File: config.mk
export PLATFORM = sky130hd
export DESIGN_NAME = free_list_pool_with_mark_sweep_flat
export DESIGN_NICKNAME = d
export VERILOG_FILES = /design/src/rtl/flpms_pkg.sv /design/src/rtl/flpms_if.sv /design/src/rtl/free_list_pool_with_mark_sweep.sv /design/src/flat_wrapper.sv
export SDC_FILE = /design/constraint.sdc
export NUM_CORES = 2
export LEC_CHECK = 0
export BUFFER_PORTS_ARGS = -buffer_cell sky130_fd_sc_hd__buf_2
export CORE_MARGIN = 10
export CORE_UTILIZATION = 32
export DETAILED_ROUTE_END_ITERATION = 7
export GPL_ROUTABILITY_DRIVEN = 0
export PLACE_DENSITY_LB_ADDON = 0.08
export SYNTH_ARGS = -nofsm -noshare
export SYNTH_HDL_FRONTEND = slang
export SYNTH_SLANG_ARGS = --single-unit
File: constraint.sdc
create_clock -name i_clk -period 41.8 [get_ports i_clk]
set_clock_uncertainty 0.1 [all_clocks]
set_input_delay 0 -clock i_clk [delete_from_list [all_inputs] [get_ports i_clk]]
set_output_delay 0 -clock i_clk [all_outputs]
set_load 0.01 [all_outputs]
File: src/rtl/flpms_pkg.sv
// Shared widths and command/status codes for the slot pool with mark and sweep.
`default_nettype none

package flpms_pkg;

    localparam int CMD_W  = 3;
    localparam int SLOT_W = 8;
    localparam int STAT_W = 2;
    localparam int CFG_W  = 9;

    // Command codes; codes above CMD_SWEEP are ignored and answer done.
    localparam logic [CMD_W-1:0] CMD_INIT  = 3'd0;
    localparam logic [CMD_W-1:0] CMD_ALLOC = 3'd1;
    localparam logic [CMD_W-1:0] CMD_FREE  = 3'd2;
    localparam logic [CMD_W-1:0] CMD_MARK  = 3'd3;
    localparam logic [CMD_W-1:0] CMD_SWEEP = 3'd4;

    localparam logic [STAT_W-1:0] STAT_DONE  = 2'd0;
    localparam logic [STAT_W-1:0] STAT_EMPTY = 2'd1;
    localparam logic [STAT_W-1:0] STAT_RANGE = 2'd2;

    localparam logic [CFG_W-1:0] POOL_SIZE_RST = 9'd256;

endpackage

`default_nettype wire

File: src/rtl/flpms_if.sv
// Command and result channel interfaces for the slot pool.
`default_nettype none

interface flpms_cmd_if import flpms_pkg::*; ();
    logic              valid;
    logic              ready;
    logic [CMD_W-1:0]  command;
    logic [SLOT_W-1:0] slot_index;

    modport source (output valid, output command, output slot_index, input ready);
    modport sink   (input valid, input command, input slot_index, output ready);
endinterface

interface flpms_res_if import flpms_pkg::*; ();
    logic              valid;
    logic              ready;
    logic [SLOT_W-1:0] result_slot;
    logic [STAT_W-1:0] status;

    modport source (output valid, output result_slot, output status, input ready);
    modport sink   (input valid, input result_slot, input status, output ready);
endinterface

`default_nettype wire

File: src/rtl/free_list_pool_with_mark_sweep.sv
// Top level: slot pool with a linked free list and mark-and-sweep reclamation.
`default_nettype none

// Slot pool allocator. Free slots are chained through a next-slot memory
// (one synchronous RAM) with the list head in a register; live marks sit
// in a second one-bit RAM. Every command returns exactly one result
// transaction (result_slot, status). Per command: free, mark and unknown
// codes finish in the accept cycle; allocate reads the head's successor
// from the next-slot RAM, then finishes; init writes one entry of each RAM
// per cycle after the accept cycle over min(POOL_SLOTS,256) entries; sweep
// walks the free list (read-then-follow on the next-slot RAM), then
// visits each slot below the pool size (read-then-update of the mark RAM).
// A finished result goes to the output register if that stage is free.
// After reset the mark RAM is cleared by a pass over min(POOL_SLOTS,256)
// entries during which no command is accepted; pool_size writes are taken
// at any time. A finished result waits in a pending register if the output
// stage is still held; the next command is accepted once the engine is idle.
// Allocating from an empty list answers status 1, freeing or marking a slot
// at or above the pool size answers status 2 and changes nothing. Double
// frees are not caught; the sweep walk of the free list stops after
// POOL_SLOTS steps so a looped list cannot hang it.

module free_list_pool_with_mark_sweep
    import flpms_pkg::*;
#(
    parameter int POOL_SLOTS = 256
) (
    input  wire logic             i_clk,
    input  wire logic             i_rst_n,
    input  wire logic             i_cfg_we,
    input  wire logic [CFG_W-1:0] i_cfg_wdata,
    flpms_cmd_if.sink             i_cmd,
    flpms_res_if.source           o_res
);

    // Slots actually addressable: indices are 8 bits wide.
    localparam int NSLOT = (POOL_SLOTS < 256) ? POOL_SLOTS : 256;
    localparam int AW    = $clog2(NSLOT);
    localparam int CW    = $clog2(NSLOT + 1);
    localparam int PW    = $clog2(POOL_SLOTS + 1);
    localparam int SW    = $clog2(POOL_SLOTS + 1);

    localparam logic [PW-1:0] NIL       = PW'(POOL_SLOTS);
    localparam logic [CW-1:0] LAST_SLOT = CW'(NSLOT - 1);
    localparam logic [SW-1:0] MAX_STEPS = SW'(POOL_SLOTS);

    typedef enum logic [3:0] {
        S_CLEAR,
        S_IDLE,
        S_ALLOC,
        S_WALK_RD,
        S_WALK_WT,
        S_SCAN_RD,
        S_SCAN_WR,
        S_INIT,
        S_DONE
    } t_state;

    // Memories
    logic [PW-1:0] next_mem [NSLOT];
    logic          live_mem [NSLOT];

    logic          nxt_we;
    logic [AW-1:0] nxt_waddr;
    logic [PW-1:0] nxt_wdata;
    logic [AW-1:0] nxt_raddr;
    logic [PW-1:0] nxt_rdata;

    logic          live_we;
    logic [AW-1:0] live_waddr;
    logic          live_wdata;
    logic [AW-1:0] live_raddr;
    logic          live_rdata;

    // Control and datapath registers
    t_state            r_state,  n_state;
    logic [PW-1:0]     r_head,   n_head;
    logic [PW-1:0]     r_ptr,    n_ptr;
    logic [CW-1:0]     r_cnt,    n_cnt;
    logic [SW-1:0]     r_steps,  n_steps;
    logic [CFG_W-1:0]  r_pool_size;
    logic              r_out_valid;
    logic [SLOT_W-1:0] r_out_slot;
    logic [STAT_W-1:0] r_out_status;
    logic [SLOT_W-1:0] r_pend_slot;
    logic [STAT_W-1:0] r_pend_status;

    logic              fin;
    logic [SLOT_W-1:0] fin_slot;
    logic [STAT_W-1:0] fin_status;
    logic              out_free;
    logic [CFG_W-1:0]  n_eff;
    logic [CW:0]       cnt_inc;
    logic              idx_bad;

    // Effective pool size, capped at the addressable slot count.
    assign n_eff    = (r_pool_size > CFG_W'(NSLOT)) ? CFG_W'(NSLOT) : r_pool_size;
    assign out_free = !r_out_valid || o_res.ready;
    assign cnt_inc  = {1'b0, r_cnt} + 1'b1;
    assign idx_bad  = CFG_W'(i_cmd.slot_index) >= n_eff;

    assign i_cmd.ready       = (r_state == S_IDLE);
    assign o_res.valid       = r_out_valid;
    assign o_res.result_slot = r_out_slot;
    assign o_res.status      = r_out_status;

    always_comb begin
        n_state    = r_state;
        n_head     = r_head;
        n_ptr      = r_ptr;
        n_cnt      = r_cnt;
        n_steps    = r_steps;
        fin        = 1'b0;
        fin_slot   = '0;
        fin_status = STAT_DONE;
        nxt_we     = 1'b0;
        nxt_waddr  = '0;
        nxt_wdata  = '0;
        nxt_raddr  = '0;
        live_we    = 1'b0;
        live_waddr = '0;
        live_wdata = 1'b0;
        live_raddr = '0;

        unique case (r_state)
            S_CLEAR: begin
                // post-reset pass: all marks cleared
                live_we    = 1'b1;
                live_waddr = r_cnt[AW-1:0];
                if (r_cnt == LAST_SLOT) begin
                    n_state = S_IDLE;
                    n_cnt   = '0;
                end else begin
                    n_cnt = CW'(cnt_inc);
                end
            end
            S_IDLE: begin
                if (i_cmd.valid) begin
                    unique case (i_cmd.command)
                        CMD_INIT: begin
                            n_cnt   = '0;
                            n_state = S_INIT;
                        end
                        CMD_ALLOC: begin
                            if (r_head >= NIL) begin
                                fin        = 1'b1;
                                fin_status = STAT_EMPTY;
                            end else begin
                                nxt_raddr = r_head[AW-1:0];
                                n_state   = S_ALLOC;
                            end
                        end
                        CMD_FREE: begin
                            fin = 1'b1;
                            if (idx_bad) begin
                                fin_status = STAT_RANGE;
                            end else begin
                                nxt_we    = 1'b1;
                                nxt_waddr = i_cmd.slot_index[AW-1:0];
                                nxt_wdata = r_head;
                                n_head    = PW'(i_cmd.slot_index);
                            end
                        end
                        CMD_MARK: begin
                            fin = 1'b1;
                            if (idx_bad) begin
                                fin_status = STAT_RANGE;
                            end else begin
                                live_we    = 1'b1;
                                live_waddr = i_cmd.slot_index[AW-1:0];
                                live_wdata = 1'b1;
                            end
                        end
                        CMD_SWEEP: begin
                            n_ptr   = r_head;
                            n_steps = '0;
                            n_state = S_WALK_RD;
                        end
                        default: begin
                            fin = 1'b1;
                        end
                    endcase
                end
            end
            S_ALLOC: begin
                n_head   = nxt_rdata;
                fin      = 1'b1;
                fin_slot = SLOT_W'(r_head);
            end
            S_WALK_RD: begin
                // mark phase: everything on the free list counts as live
                if (r_ptr >= NIL || r_steps == MAX_STEPS) begin
                    n_cnt = '0;
                    if (n_eff == '0) begin
                        fin = 1'b1;
                    end else begin
                        n_state = S_SCAN_RD;
                    end
                end else begin
                    live_we    = 1'b1;
                    live_waddr = r_ptr[AW-1:0];
                    live_wdata = 1'b1;
                    nxt_raddr  = r_ptr[AW-1:0];
                    n_steps    = r_steps + 1'b1;
                    n_state    = S_WALK_WT;
                end
            end
            S_WALK_WT: begin
                n_ptr   = nxt_rdata;
                n_state = S_WALK_RD;
            end
            S_SCAN_RD: begin
                live_raddr = r_cnt[AW-1:0];
                n_state    = S_SCAN_WR;
            end
            S_SCAN_WR: begin
                // marked: unmark; unmarked: reclaim onto the list head
                if (live_rdata) begin
                    live_we    = 1'b1;
                    live_waddr = r_cnt[AW-1:0];
                end else begin
                    nxt_we    = 1'b1;
                    nxt_waddr = r_cnt[AW-1:0];
                    nxt_wdata = r_head;
                    n_head    = PW'(r_cnt);
                end
                if (CFG_W'(cnt_inc) == n_eff) begin
                    fin = 1'b1;
                end else begin
                    n_cnt   = CW'(cnt_inc);
                    n_state = S_SCAN_RD;
                end
            end
            S_INIT: begin
                live_we    = 1'b1;
                live_waddr = r_cnt[AW-1:0];
                if (CFG_W'(r_cnt) < n_eff) begin
                    nxt_we    = 1'b1;
                    nxt_waddr = r_cnt[AW-1:0];
                    nxt_wdata = (CFG_W'(cnt_inc) < n_eff) ? PW'(cnt_inc) : NIL;
                end
                if (r_cnt == LAST_SLOT) begin
                    n_head = (n_eff == '0) ? NIL : '0;
                    fin    = 1'b1;
                end else begin
                    n_cnt = CW'(cnt_inc);
                end
            end
            S_DONE: begin
                if (out_free) begin
                    n_state = S_IDLE;
                end
            end
            default: begin
                n_state = S_IDLE;
            end
        endcase

        if (fin) begin
            n_state = out_free ? S_IDLE : S_DONE;
        end
    end

    always_ff @(posedge i_clk) begin
        if (!i_rst_n) begin
            r_state     <= S_CLEAR;
            r_head      <= NIL;
            r_ptr       <= NIL;
            r_cnt       <= '0;
            r_steps     <= '0;
            r_pool_size <= POOL_SIZE_RST;
            r_out_valid <= 1'b0;
        end else begin
            r_state <= n_state;
            r_head  <= n_head;
            r_ptr   <= n_ptr;
            r_cnt   <= n_cnt;
            r_steps <= n_steps;
            if (i_cfg_we) begin
                r_pool_size <= i_cfg_wdata;
            end
            if (fin && out_free) begin
                r_out_valid  <= 1'b1;
                r_out_slot   <= fin_slot;
                r_out_status <= fin_status;
            end else if (fin) begin
                r_pend_slot   <= fin_slot;
                r_pend_status <= fin_status;
            end else if (r_state == S_DONE && out_free) begin
                r_out_valid  <= 1'b1;
                r_out_slot   <= r_pend_slot;
                r_out_status <= r_pend_status;
            end else if (o_res.ready) begin
                r_out_valid <= 1'b0;
            end
        end
    end

    // Next-slot RAM
    always_ff @(posedge i_clk) begin
        if (nxt_we) begin
            next_mem[nxt_waddr] <= nxt_wdata;
        end
        nxt_rdata <= next_mem[nxt_raddr];
    end

    // Live-mark RAM
    always_ff @(posedge i_clk) begin
        if (live_we) begin
            live_mem[live_waddr] <= live_wdata;
        end
        live_rdata <= live_mem[live_raddr];
    end

endmodule

`default_nettype wire

File: src/flat_wrapper.sv
// flat-port wrapper written by rule: the top's interface ports become plain ports
module free_list_pool_with_mark_sweep_flat import flpms_pkg::*;
#(
    parameter int POOL_SLOTS = 256
)
  (i_clk, i_rst_n, i_cfg_we, i_cfg_wdata, i_cmd_valid, i_cmd_command, i_cmd_slot_index, i_cmd_ready, o_res_valid, o_res_result_slot, o_res_status, o_res_ready);
  flpms_cmd_if i_cmd_i ();
  flpms_res_if o_res_i ();
  input  wire logic i_clk;
  input  wire logic i_rst_n;
  input  wire logic i_cfg_we;
  input  wire logic [CFG_W-1:0] i_cfg_wdata;
  input wire logic [$bits(i_cmd_i.valid)-1:0] i_cmd_valid;
  input wire logic [$bits(i_cmd_i.command)-1:0] i_cmd_command;
  input wire logic [$bits(i_cmd_i.slot_index)-1:0] i_cmd_slot_index;
  output wire logic [$bits(i_cmd_i.ready)-1:0] i_cmd_ready;
  output wire logic [$bits(o_res_i.valid)-1:0] o_res_valid;
  output wire logic [$bits(o_res_i.result_slot)-1:0] o_res_result_slot;
  output wire logic [$bits(o_res_i.status)-1:0] o_res_status;
  input wire logic [$bits(o_res_i.ready)-1:0] o_res_ready;
  assign i_cmd_i.valid = i_cmd_valid;
  assign i_cmd_i.command = i_cmd_command;
  assign i_cmd_i.slot_index = i_cmd_slot_index;
  assign i_cmd_ready = i_cmd_i.ready;
  assign o_res_valid = o_res_i.valid;
  assign o_res_result_slot = o_res_i.result_slot;
  assign o_res_status = o_res_i.status;
  assign o_res_i.ready = o_res_ready;
  free_list_pool_with_mark_sweep #(.POOL_SLOTS(POOL_SLOTS)) u_core (.i_clk(i_clk), .i_rst_n(i_rst_n), .i_cfg_we(i_cfg_we), .i_cfg_wdata(i_cfg_wdata), .i_cmd(i_cmd_i), .o_res(o_res_i));
endmodule
==> key figures <==
Critical path
  • Worst r2r path cells: 16
  • Worst path bufs/invs: 6
  • Slowest-stage cell, CP: dfxtp_1
  • CP dominant cell by count: buf_4
  • Critical path depth: 16
  • Worst setup path class: reg -> reg
  • Critical-path cell list: or4b_1 > nor4_4 > buf_12 > a21o_4 > buf_4 > buf_4 > buf_4 > buf_4 > nand2_1 > a21oi_1 > nor4_1 > a21oi_1 > a2111oi_0 > buf_4 > nor3_1 > or4_1
  • Crit path max-delay family: buffers and inverters
  • Worst Path Arrival: ~8400 ps
  • Worst Setup End Kind: register
  • Startpoint types: register
  • Crit Path Max Fanout: 60
  • Max incr delay on CP: 690 ps
  • Critical Path RT: between 40000 and 50000 ps

Route
  • Metal-1 WL: about 180 mm
  • Drt drc: 0
  • DR top layer: met4
  • TritonRoute pass-1 iters: 6
  • Drt total wl: 406 mm
  • Met3 wire len: 25.9 mm
  • Routed WL per cell: about 31 um
  • Via/cell ratio: 5.42
  • Routed Antenna Nets: 0
  • Total number of vias: around 71000
  • DRT iter0 DRCs: just under 8000
  • Met2 WL: ~190 mm

Logic synthesis
  • Syn_nets: between 8000 and 9000
  • XOR/XNOR Fraction of Synth Area: less than 1%
  • Post-Synth Simple-Gate Area: approximately 14%
  • YS warnings: 0
  • Avg Cell Area, Syn: 13.0 sq um
  • Netlist Area Pre-Place: ~110000 sq um
  • #FFs+latches synth: between 2000 and 3000
  • Post-synth EDFFs: approximately 2600
  • Post-synthesis sequential area ratio: approximately 72%
  • Largest family of logic cells by synthesized area: simple AND/OR/NAND/NOR gates
  • Post-synthesis adder-cell area fraction: less than 1%
  • Synth Instances: between 8000 and 9000
  • Synth Area in Compound Gates: under 10%
  • Ys async rst share: 0%
  • Mux cell area share after synthesis: under 10%
  • Main flop type after synthesis: edfxtp_1
  • Post-synth cell types: between 70 and 80

Clock tree
  • Clock transition at path regs: 60 ps
  • TritonCTS Buffers: 301
  • Clk root buf: clkbuf_16
  • Latest clock arrival within the worst-skew pair: slightly above 900 ps
  • CTS max path bufs: 4
  • CTS tree: built
  • Clock sinks: approximately 2600
  • H-Tree Depth: 5
  • Resized Gates After CTS: 0

Floorplanning
  • Standard-cell row count: 214
  • Die ar.: 364000 sq um
  • Ports: 37
  • Die Y: a little over 600 um
  • Die span in x: 603 um
  • Core ar.: around 340000 sq um
  • Starting Density: 32.1%

Final layout
  • Fin util: between 30% and 40%
  • Post-layout nets: 8412
  • Area delta synth->final: 14.1%
  • Post-route cell area: ~120000 sq um
  • Filler cells: 32663
  • Layout cells sized above 1: 8.92%

Flow run
  • MaxCap Viol Count: 0

Hold path
  • Worst hold-check path type: in -> reg
  • Worst hold path cell count: 7

Pwr
  • Peak VDD IR: approximately 0.027 mV
  • Clock share of power: a little under half
  • Logic pwr share: 0.6%
  • Pwr/cell area: 44.2 nW/um^2
  • Pleak: about 43 nW
  • Internal power: approximately 4.4 mW
  • Switching pwr: 1.11 mW
  • Switching Share: 20.3%
  • Sequential power share: 52.2%

GRT
  • Initial antenna violation count: 28
  • GR Overflow Total: 0
  • Global-route wire length before repair: approximately 570 mm
  • Number of global-route vias before repair: a little under 70000
  • Pin count of the biggest net entering global routing: between 150 and 200
  • GR Util All Layers: 21.5%

Placed design
  • Total placed instance area: about 110000 sq um
  • PortBufs: 36
  • DP Wirelength: about 240 mm

STA
  • Final Hold Fails: 0
  • Number of setup violations in the final report: 0
  • RSZ-0062 raised after global routing: false
  • Tcrit/Tclk final: a little under a fifth
  • Slew Limit Headroom: around 6.4%
  • Achievable Freq: roughly 0.13 GHz
  • Final setup TNS: 0 ps
  • Minimum clock period: between 7000 and 8000 ps
  • Least-Margin Pin Slew: approximately 1400 ps
  • Final Max Tran Viols: 0

Outcome
  • Outcome: completed
-- power groups by stage --
stage / Combinational (mW) / Clock, mW / Sequential, mW
final: 0.0347 / 2.59 / 2.86
after global routing: 0.0374 / 2.74 / 2.86
after CTS: 0.0344 / 2.63 / 2.86
after detailed placement: 0.0298 / 0 / 2.92
after global placement: 0.0300 / 0 / 2.92
after floorplan: 0.0181 / 0 / 2.92
-- per-stage QoR --
step                      hold slack, ps  total power [mW]  setup slack, ps  instances
after floorplan                     26.2              2.93            25780       8364
after global placement               125              2.95            34330      12529
after global routing                 228              5.64            33800      13120
final                                191              5.48            34160      13124
after CTS                            108              5.53            34270      13119
after detailed placement             139              2.95            34320      12529
-- cell type report --
cell class | count | area (sq um) | share of cell area [%]
timing repair buffer | 283 | 2400 | 1.93
inverter | 96 | 360 | 0.290
multi-input combinational | 5034 | 27600 | 22.2
sequential | 2640 | 78700 | 63.4
antenna | 5 | 12.5 | 0.0101
clock buffer | 392 | 8200 | 6.61
clock inverter | 138 | 1190 | 0.957
tap | 4536 | 5680 | 4.57
-- synthesized netlist by cell type (9+ instances only) --
library cell / n / share of area [%]
o211ai_1: 27 / 0.19
a21o_1: 16 / 0.11
o22a_1: 12 / 0.097
mux2i_1: 275 / 2.5
a221oi_1: 22 / 0.18
o2111ai_1: 12 / 0.097
and2_1: 16 / 0.092
ha_1: 31 / 0.36
or3_1: 18 / 0.10
nor4_1: 16 / 0.092
a32oi_1: 49 / 0.39
nor3_1: 35 / 0.16
inv_1: 92 / 0.32
a211oi_1: 179 / 1.2
clkbuf_1: 279 / 0.96
nand4_1: 27 / 0.16
buf_2: 224 / 1.0
dfxtp_1: 60 / 1.1
a32o_1: 19 / 0.17
o21a_1: 17 / 0.12
nor2b_1: 18 / 0.10
a311oi_1: 84 / 0.68
a21boi_0: 9 / 0.062
buf_4: 9 / 0.062
a21oi_1: 164 / 0.75
o21ai_0: 73 / 0.34
nor2_1: 585 / 2.0
a22o_1: 9 / 0.072
buf_1: 79 / 0.27
o22ai_1: 62 / 0.36
edfxtp_1: 2580 / 71
o41ai_1: 9 / 0.072
mux2_2: 21 / 0.22
mux4_2: 45 / 0.93
a2111oi_0: 13 / 0.10
nand3_1: 819 / 3.8
a31oi_1: 154 / 0.89
o221ai_1: 26 / 0.21
o211a_1: 12 / 0.11
and3_1: 83 / 0.48
a22oi_1: 27 / 0.19
nand2_1: 1950 / 6.7
-- worst min-delay path, cell delays in order --
cell and delay, ps:
dlygate4sd3_1 540, buf_2 160, nand2_1 90, nand2_1 80, a211oi_1 60, a21oi_1 140
nor2_1 50
-- cell usage in the layout, fill, tap and decap left out, types with 58 or more instances in the layout --
master            n
edfxtp_1       2580
nand2_1        1935
nand3_1         815
nor2_1          573
clkbuf_16       315
mux2i_1         275
a211oi_1        178
buf_4           170
a21oi_1         164
a31oi_1         154
inv_1            92
a311oi_1         84
and3_1           83
clkbuf_1         74
o21ai_0          66
o22ai_1          62
dlygate4sd3_1    60
clkinv_1         59
dfxtp_1          58
-- worst paths after layout --
| check | start | endpoint | slack [ps] |
|---|---|---|---|
| hold / removal | i_cmd_command[2] | u_core.r_state[2]$_SDFFE_PN0P_ | 190 |
| hold reg to reg | u_core.r_steps[7]$_SDFFE_PN0P_ | u_core.r_steps[7]$_SDFFE_PN0P_ | 410 |
| setup reg to reg | u_core.r_state[0]$_SDFFE_PN0P_ | u_core.nxt_rdata[2]$_DFF_P_ | 34160 |
| setup / recovery | u_core.r_state[0]$_SDFFE_PN0P_ | u_core.nxt_rdata[2]$_DFF_P_ | 34160 |
-- sequential cells by signal, summed over array words and instances, names as in the netlist --
signal,count
u_core.r_cnt,9
u_core.r_head,9
u_core.next_mem,2304
u_core.o_res.status,2
u_core.r_pend_slot,8
u_core.r_steps,9
u_core.r_pend_status,2
u_core.live_mem,256
u_core.nxt_rdata,9
u_core.r_ptr,9
u_core.live_rdata,1
u_core.r_state,4
u_core.o_res.result_slot,8
u_core.r_pool_size,9
u_core.o_res.valid,1
-- per-layer routing --
metal  up-vias  GRT usage [%]
met5         -              0
met2      2590           33.9
li1      31099              -
met1     37021           30.9
met4         0           5.56
met3       467           3.40
-- logic make-up after synthesis --
| kind of cell | Yosys count |
|---|---|
| AOI/OAI and AO/OA | 1040 |
| xor gates and xnor gates | 12 |
| adders and majority gates | 31 |
| buffers and inverters | 690 |
| DFF | 2640 |
| muxes | 341 |
| and+or+nand+nor | 3610 |
-- repair_timing --
item	CTS	global route
endpoints found under the hold margin	83	0
hold buffers	60	0
buffers inserted	0	0
No activity file was read; power rests on OpenSTA's default activity.
